--- src/rtl/core/sjfs_pkg.sv ---
// ----------------------------------------------------------------------------
// sjfs_pkg: shared types and constants of the SJF scheduler
// Widths, the store entry layout and the control state encoding.
// ----------------------------------------------------------------------------
package sjfs_pkg;

  localparam int MAX_PROC   = 64;
  localparam int IDX_W      = $clog2(MAX_PROC);
  localparam int CNT_W      = $clog2(MAX_PROC + 1);
  localparam int ID_W       = 8;
  localparam int BURST_W    = 16;
  localparam int TIME_W     = 22;
  localparam int TOTAL_W    = TIME_W + IDX_W;
  localparam int MEAN_W     = 30;
  localparam int DIVD_W     = TOTAL_W + 9;
  localparam int STEP_W     = $clog2(DIVD_W);

  localparam logic [TIME_W-1:0] TIME_MAX = {TIME_W{1'b1}};
  localparam logic [MEAN_W-1:0] MEAN_MAX = {MEAN_W{1'b1}};

  typedef struct packed {
    logic [ID_W-1:0]    id;
    logic [BURST_W-1:0] burst;
  } entry_t;

  typedef enum logic [3:0] {
    S_LOAD,
    S_CMP,
    S_PUT,
    S_SRD,
    S_SACC,
    S_DST,
    S_DIV,
    S_ORD,
    S_OUT
  } state_t;

endpackage

--- src/rtl/core/sjfs_div.sv ---
// ----------------------------------------------------------------------------
// sjfs_div: radix-2 restoring divider
// One quotient bit per cycle; divisor is a process count.
// ----------------------------------------------------------------------------
module sjfs_div (
  input  logic                        clk,
  input  logic                        rst_n,
  input  logic                        start,
  input  logic [sjfs_pkg::DIVD_W-1:0] dividend,
  input  logic [sjfs_pkg::CNT_W-1:0]  divisor,
  output logic                        done,
  output logic [sjfs_pkg::DIVD_W-1:0] quotient
);
  import sjfs_pkg::*;

  logic                busy_r;
  logic                done_r;
  logic [STEP_W-1:0]   step_r;
  logic [CNT_W-1:0]    rem_r;
  logic [DIVD_W-1:0]   quo_r;
  logic [CNT_W-1:0]    den_r;
  logic [CNT_W:0]      sh;
  logic [CNT_W+1:0]    diff;
  logic                ge;

  assign sh   = {rem_r, quo_r[DIVD_W-1]};
  assign diff = {1'b0, sh} - {2'b00, den_r};
  assign ge   = ~diff[CNT_W+1];

  always_ff @(posedge clk) begin
    if (!rst_n) begin
      busy_r <= 1'b0;
      done_r <= 1'b0;
    end else if (start) begin
      busy_r <= 1'b1;
      done_r <= 1'b0;
    end else if (busy_r && step_r == STEP_W'(DIVD_W - 1)) begin
      busy_r <= 1'b0;
      done_r <= 1'b1;
    end
  end

  always_ff @(posedge clk) begin
    if (start) begin
      step_r <= '0;
      rem_r  <= '0;
      quo_r  <= dividend;
      den_r  <= divisor;
    end else if (busy_r) begin
      step_r <= step_r + STEP_W'(1);
      rem_r  <= ge ? diff[CNT_W-1:0] : sh[CNT_W-1:0];
      quo_r  <= {quo_r[DIVD_W-2:0], ge};
    end
  end

  assign done     = done_r;
  assign quotient = quo_r;

endmodule

--- src/rtl/core/shortest_job_first_scheduler_unit.sv ---
// ----------------------------------------------------------------------------
// shortest_job_first_scheduler_unit: non-preemptive SJF scheduler
// Insertion: an input transaction walks the store memory downward, one entry
//   per cycle, moving each held entry with a larger burst up one place.
// Batch end: a totals pass over the store, the division, then the output pass.
// Throughput is set by the store memory walk (one write port, one read port).
// Reset clears count, drop flag, control and output valid; store is not cleared.
// ----------------------------------------------------------------------------
module shortest_job_first_scheduler_unit (
  input  logic                         clk,
  input  logic                         rst_n,
  input  logic                         in_valid,
  output logic                         in_stall,
  input  logic [sjfs_pkg::ID_W-1:0]    in_process_id,
  input  logic [sjfs_pkg::BURST_W-1:0] in_burst_length,
  input  logic                         in_batch_end,
  output logic                         out_valid,
  input  logic                         out_stall,
  output logic [sjfs_pkg::ID_W-1:0]    out_process_id,
  output logic [sjfs_pkg::BURST_W-1:0] out_burst,
  output logic [sjfs_pkg::TIME_W-1:0]  out_wait_length,
  output logic [sjfs_pkg::TIME_W-1:0]  out_turnaround_length,
  output logic [sjfs_pkg::MEAN_W-1:0]  out_mean_wait_q8,
  output logic [sjfs_pkg::MEAN_W-1:0]  out_mean_turnaround_q8,
  output logic                         out_final_result,
  output logic                         out_overflow_seen
);
  import sjfs_pkg::*;

  entry_t mem [MAX_PROC];
  entry_t rdata_r;
  logic             we;
  logic [IDX_W-1:0] waddr, raddr;
  entry_t           wdata;

  state_t state_r, state_nxt;
  logic [CNT_W-1:0]   cnt_r, cnt_nxt;
  logic               drop_r, drop_nxt;
  entry_t             key_r, key_nxt;
  logic               end_r, end_nxt;
  logic [IDX_W-1:0]   j_r, j_nxt;
  logic [CNT_W-1:0]   idx_r, idx_nxt;
  logic [TIME_W-1:0]  wait_r, wait_nxt;
  logic [TOTAL_W-1:0] tw_r, tw_nxt, tt_r, tt_nxt;
  logic [MEAN_W-1:0]  mw_r, mw_nxt, mt_r, mt_nxt;

  logic               ov_r, ov_nxt;
  entry_t             oe_r, oe_nxt;
  logic [TIME_W-1:0]  ow_r, ow_nxt, ot_r, ot_nxt;
  logic [MEAN_W-1:0]  omw_r, omw_nxt, omt_r, omt_nxt;
  logic               of_r, of_nxt, oo_r, oo_nxt;

  logic [TIME_W:0]    sum;
  logic [TIME_W-1:0]  nt;
  logic [CNT_W-1:0]   idx_inc;
  logic               div_start, dw_done, dt_done;
  logic [DIVD_W-1:0]  dw_q, dt_q, dw_a, dt_a;

  assign sum     = {1'b0, wait_r} + (TIME_W+1)'(rdata_r.burst);
  assign nt      = sum[TIME_W] ? TIME_MAX : sum[TIME_W-1:0];
  assign idx_inc = idx_r + CNT_W'(1);
  assign dw_a    = {1'b0, tw_r, 8'h00} + DIVD_W'(cnt_r >> 1);
  assign dt_a    = {1'b0, tt_r, 8'h00} + DIVD_W'(cnt_r >> 1);

  sjfs_div u_div_w (
    .clk(clk), .rst_n(rst_n), .start(div_start), .dividend(dw_a),
    .divisor(cnt_r), .done(dw_done), .quotient(dw_q)
  );

  sjfs_div u_div_t (
    .clk(clk), .rst_n(rst_n), .start(div_start), .dividend(dt_a),
    .divisor(cnt_r), .done(dt_done), .quotient(dt_q)
  );

  always_ff @(posedge clk) begin
    if (we) begin
      mem[waddr] <= wdata;
    end
    rdata_r <= mem[raddr];
  end

  always_comb begin
    state_nxt = state_r;
    cnt_nxt   = cnt_r;
    drop_nxt  = drop_r;
    key_nxt   = key_r;
    end_nxt   = end_r;
    j_nxt     = j_r;
    idx_nxt   = idx_r;
    wait_nxt  = wait_r;
    tw_nxt    = tw_r;
    tt_nxt    = tt_r;
    mw_nxt    = mw_r;
    mt_nxt    = mt_r;
    ov_nxt    = ov_r && out_stall;
    oe_nxt    = oe_r;
    ow_nxt    = ow_r;
    ot_nxt    = ot_r;
    omw_nxt   = omw_r;
    omt_nxt   = omt_r;
    of_nxt    = of_r;
    oo_nxt    = oo_r;
    we        = 1'b0;
    waddr     = j_r;
    wdata     = key_r;
    raddr     = idx_r[IDX_W-1:0];
    div_start = 1'b0;
    in_stall  = (state_r != S_LOAD);

    unique case (state_r)
      S_LOAD: begin
        idx_nxt  = '0;
        wait_nxt = '0;
        tw_nxt   = '0;
        tt_nxt   = '0;
        if (in_valid) begin
          key_nxt = '{id: in_process_id, burst: in_burst_length};
          end_nxt = in_batch_end;
          if (cnt_r == CNT_W'(MAX_PROC)) begin
            drop_nxt  = 1'b1;
            state_nxt = in_batch_end ? S_SRD : S_LOAD;
          end else if (cnt_r == '0) begin
            we        = 1'b1;
            waddr     = '0;
            wdata     = '{id: in_process_id, burst: in_burst_length};
            cnt_nxt   = CNT_W'(1);
            state_nxt = in_batch_end ? S_SRD : S_LOAD;
          end else begin
            j_nxt     = cnt_r[IDX_W-1:0];
            raddr     = cnt_r[IDX_W-1:0] - IDX_W'(1);
            cnt_nxt   = cnt_r + CNT_W'(1);
            state_nxt = S_CMP;
          end
        end
      end
      S_CMP: begin
        we = 1'b1;
        if (rdata_r.burst > key_r.burst) begin
          wdata = rdata_r;
          j_nxt = j_r - IDX_W'(1);
          if (j_r == IDX_W'(1)) begin
            state_nxt = S_PUT;
          end else begin
            raddr = j_r - IDX_W'(2);
          end
        end else begin
          state_nxt = end_r ? S_SRD : S_LOAD;
        end
      end
      S_PUT: begin
        we        = 1'b1;
        waddr     = '0;
        state_nxt = end_r ? S_SRD : S_LOAD;
      end
      S_SRD: begin
        state_nxt = S_SACC;
      end
      S_SACC: begin
        tw_nxt    = tw_r + TOTAL_W'(wait_r);
        tt_nxt    = tt_r + TOTAL_W'(nt);
        wait_nxt  = nt;
        idx_nxt   = idx_inc;
        state_nxt = (idx_inc == cnt_r) ? S_DST : S_SRD;
      end
      S_DST: begin
        div_start = 1'b1;
        state_nxt = S_DIV;
      end
      S_DIV: begin
        if (dw_done && dt_done) begin
          mw_nxt    = (dw_q > DIVD_W'(MEAN_MAX)) ? MEAN_MAX : dw_q[MEAN_W-1:0];
          mt_nxt    = (dt_q > DIVD_W'(MEAN_MAX)) ? MEAN_MAX : dt_q[MEAN_W-1:0];
          idx_nxt   = '0;
          wait_nxt  = '0;
          state_nxt = S_ORD;
        end
      end
      S_ORD: begin
        state_nxt = S_OUT;
      end
      S_OUT: begin
        if (!ov_r || !out_stall) begin
          ov_nxt   = 1'b1;
          oe_nxt   = rdata_r;
          ow_nxt   = wait_r;
          ot_nxt   = nt;
          omw_nxt  = mw_r;
          omt_nxt  = mt_r;
          of_nxt   = (idx_inc == cnt_r);
          oo_nxt   = drop_r;
          wait_nxt = nt;
          idx_nxt  = idx_inc;
          if (idx_inc == cnt_r) begin
            cnt_nxt   = '0;
            drop_nxt  = 1'b0;
            state_nxt = S_LOAD;
          end else begin
            state_nxt = S_ORD;
          end
        end
      end
      default: state_nxt = S_LOAD;
    endcase
  end

  always_ff @(posedge clk) begin
    if (!rst_n) begin
      state_r <= S_LOAD;
      cnt_r   <= '0;
      drop_r  <= 1'b0;
      ov_r    <= 1'b0;
    end else begin
      state_r <= state_nxt;
      cnt_r   <= cnt_nxt;
      drop_r  <= drop_nxt;
      ov_r    <= ov_nxt;
    end
  end

  always_ff @(posedge clk) begin
    key_r  <= key_nxt;
    end_r  <= end_nxt;
    j_r    <= j_nxt;
    idx_r  <= idx_nxt;
    wait_r <= wait_nxt;
    tw_r   <= tw_nxt;
    tt_r   <= tt_nxt;
    mw_r   <= mw_nxt;
    mt_r   <= mt_nxt;
    oe_r   <= oe_nxt;
    ow_r   <= ow_nxt;
    ot_r   <= ot_nxt;
    omw_r  <= omw_nxt;
    omt_r  <= omt_nxt;
    of_r   <= of_nxt;
    oo_r   <= oo_nxt;
  end

  assign out_valid              = ov_r;
  assign out_process_id         = oe_r.id;
  assign out_burst              = oe_r.burst;
  assign out_wait_length        = ow_r;
  assign out_turnaround_length  = ot_r;
  assign out_mean_wait_q8       = omw_r;
  assign out_mean_turnaround_q8 = omt_r;
  assign out_final_result       = of_r;
  assign out_overflow_seen      = oo_r;

endmodule

--- config.mk ---
export PLATFORM = sky130hd
export DESIGN_NAME = shortest_job_first_scheduler_unit
export DESIGN_NICKNAME = d
export VERILOG_FILES = /design/src/rtl/core/sjfs_pkg.sv /design/src/rtl/core/sjfs_div.sv /design/src/rtl/core/shortest_job_first_scheduler_unit.sv
export SDC_FILE = /design/constraint.sdc
export NUM_CORES = 2
export LEC_CHECK = 0
export CORE_ASPECT_RATIO = 1.25
export CORE_UTILIZATION = 45
export DETAILED_ROUTE_END_ITERATION = 8
export DONT_BUFFER_PORTS = 1
export SETUP_SLACK_MARGIN = 0.1
export SLEW_MARGIN = 15
export SYNTH_ARGS = -nofsm -noshare
export SYNTH_HDL_FRONTEND = slang
export SYNTH_SLANG_ARGS = --single-unit
--- constraint.sdc ---
create_clock -name clk -period 11.4 [get_ports clk]
set_input_delay 2.28 -clock clk [delete_from_list [all_inputs] [get_ports clk]]
set_output_delay 2.28 -clock clk [all_outputs]
set_load 0.02 [all_outputs]
==> flow_summary_export.csv <==
group,metric,value,unit
status,status,"finished, final reports clean",
global_route,grt_pass1_wl,350000,um
synth,synth_common_cells,"edfxtp_1 (1923), nand2_1 (840), nor2_1 (440)",
sta,timing_hold_violations_final,0,
critical_path,slowest_stage,"o41ai_1",
layout,nets,6145,
clock_network,cts_tree,"yes",
synth,ys_ff_latch,1990,
clock_network,cts_num_sinks,1990,
synth,synth_ff_type,"edfxtp_1",
sta,timing.hold.ws,0.416,ns
placement,hpwlAfterDp,142000,um
synth,synth_most_common_cell,"edfxtp_1",
global_route,antenna_found_initial,17,
sta,slew_headroom,18.7,%
worst_hold_path,hold_class,"reg2reg",
clock_network,clk_pin_slew,0.06,ns
placement,gp_congestion,0.906,
route,drt-initial-drc-count,5707,
floorplan,die_w,385,um
synth,yosys_warnings,0,
clock_network,cts_inserted_buffers,182,
route,ant_nets,0,
route,drc,0,
route,dr_total_vias,52600,
synth,ys_seq_area_share,71.8,%
layout,syn2layout_area_growth,10.5,%
sta,finalCritPeriodShare,58.4,%
clock_network,cts_resized,0,
critical_path,critPathBufInv,2,
floorplan,start_util,45.3,%
critical_path,path_class,"reg2reg",
synth,avgSynthCellArea,13.6,um^2
sta,tightestPinTransition,1.22,ns
floorplan,pin_count,161,
route,vias_per_cell,6.14,
critical_path,crit_fanout,13,
clock_network,cts-root-buf,"clkbuf_16",
floorplan,core-area,0.182,mm^2
flow_run,maxCapViolations,0,
clock_network,ctsHoldBuffers,0,
clock_network,postCtsSetupBuffers,0,
clock_network,cts_buffer_depth,3,
sta,maxSlewViolCount,0,
global_route,grt_max_degree,158,
synth,synth_area,0.0823,mm^2
critical_path,cp_common_cell,"o21ai_0",
synth,synth-edff-count,1923,
critical_path,slowest_delay,0.54,ns
placement,port_buffers,0,
floorplan,die-area,0.185,mm^2
sta,period_minus_slack,6.66,ns
critical_path,end_kind,"flip-flop",
route,first_pass_iters,6,
floorplan,rows,175,
floorplan,fp.dieH,480,um
route,wirelength,244000,um
sta,skew,0.0334,ns
global_route,grt_pass1_vias,49900,
synth,syn_nets,6171,
critical_path,cp.required,12.00,ns
sta,max_freq,150,MHz
synth,ys_types,95,
critical_path,r2r_setup_slack,4.74,ns
global_route,overflow,0,
synth,synthTopCellsByArea,"edfxtp_1 (70%), nand2_1 (3.8%), a211oi_1 (2.9%)",
critical_path,path_delay_family,"compound AO/OA/AOI/OAI gates",
sta,setup_viol_count_final,0,
synth,synth_top_area_share,70.1,%
clock_network,insertion_delay,0.86,ns
sta,rsz0062_at_grt,"false",
layout,drive_gt1_share,10.1,%
sta,tns,0,ns
clock_network,cts_max_level,4,
critical_path,cp.arrival,7.26,ns
route,wire_per_inst,28.5,um
global_route,grt_use_total,26.1,%
critical_path,crit_path_start_kind,"flip-flop",
synth,synth.largest_area_cell,"edfxtp_1",
synth,syn-instance-count,6036,
synth,async_reset_ff_share,0,%
-- flip-flops by register name (all words and copies together) (netlist names), 24 cells and up --
name and flops:
tw_r 28, rdata_r 24, out_mean_wait_q8 30, u_div_w.quotient 37
tt_r 28, mw_r 30, mem 1536, key_r 24
u_div_t.quotient 37, mt_r 30, out_mean_turnaround_q8 30
-- path summary, 6_finish.rpt --
check / startpoint / end / depth (start not counted)
min: mw_r[9] / out_mean_wait_q8[9] / 0
max reg2reg: rdata_r[0] / tt_r[23] / 26
max: rdata_r[0] / tt_r[23] / 26
min reg2reg: mw_r[9] / out_mean_wait_q8[9] / 0
-- routing by layer --
layer  vias up  track usage, %  routed length (um)
li1      23100               -                   -
met5         -               0                 141
met1     26500            32.7               91900
met4        16            14.3               13600
met3       501            4.78               20100
met2      2477            42.8              118000
-- worst register-to-register path: cells and delay by family, from the launching register on --
| kind | cells | cell delay, ns |
|---|---|---|
| buffers and inverters | 2 | 0.30 |
| DFF | 1 | 0.41 |
| xor gates and xnor gates | 1 | 0.18 |
| and+or+nand+nor | 5 | 0.75 |
| AOI/OAI and AO/OA | 15 | 3.75 |
| adders and majority gates | 3 | 0.99 |
-- cells by family after synthesis --
family                   Yosys count  share of synthesized area, %
flip-flops                      1990                          71.8
AND/OR/NAND/NOR                 1818                          9.67
AO/OA/AOI/OAI                   1507                          12.8
buffers and inverters            476                          2.57
adder cells (fa/ha/maj)          106                          1.66
XOR/XNOR                          96                          1.02
multiplexers                      43                         0.544
-- cells in the final DEF (no fill, tap or decap), types with 64 or more instances in the layout --
master / n
edfxtp_1: 1923
a21oi_1: 238
inv_1: 76
nand2_1: 837
or2_2: 64
clkbuf_16: 183
ha_1: 101
o21ai_0: 232
and3_1: 65
nor2_1: 370
nor3_1: 165
a31oi_1: 127
a311oi_1: 71
nand3_1: 101
a211oi_1: 316
o211ai_1: 105
buf_4: 156
dfxtp_1: 67
-- final cells by class --
type / count / area, um^2
Fill cell: 15400 / 90800
Antenna cell: 10 / 25.0
Sequential cell: 1990 / 59100
Timing Repair Buffer: 164 / 1320
Tap cell: 2389 / 2990
Inverter: 102 / 383
Multi-Input combinational cell: 3570 / 21400
Clock buffer: 243 / 4910
Clock inverter: 92 / 816
-- through the flow --
step	utilization [%]	cell area (um^2)	worst slack, ns	cells
finish	50.1	91000	4.74	8560
global route	50.1	91000	4.14	8551
CTS	50.1	91000	4.76	8550
detailed placement	46.9	85200	4.81	8215
global placement	46.9	85200	4.55	8214
floorplan	-	82300	2.30	6036
Power is not shown: default switching activity piles up to over one toggle a cycle in this logic, so the estimate is an artifact.
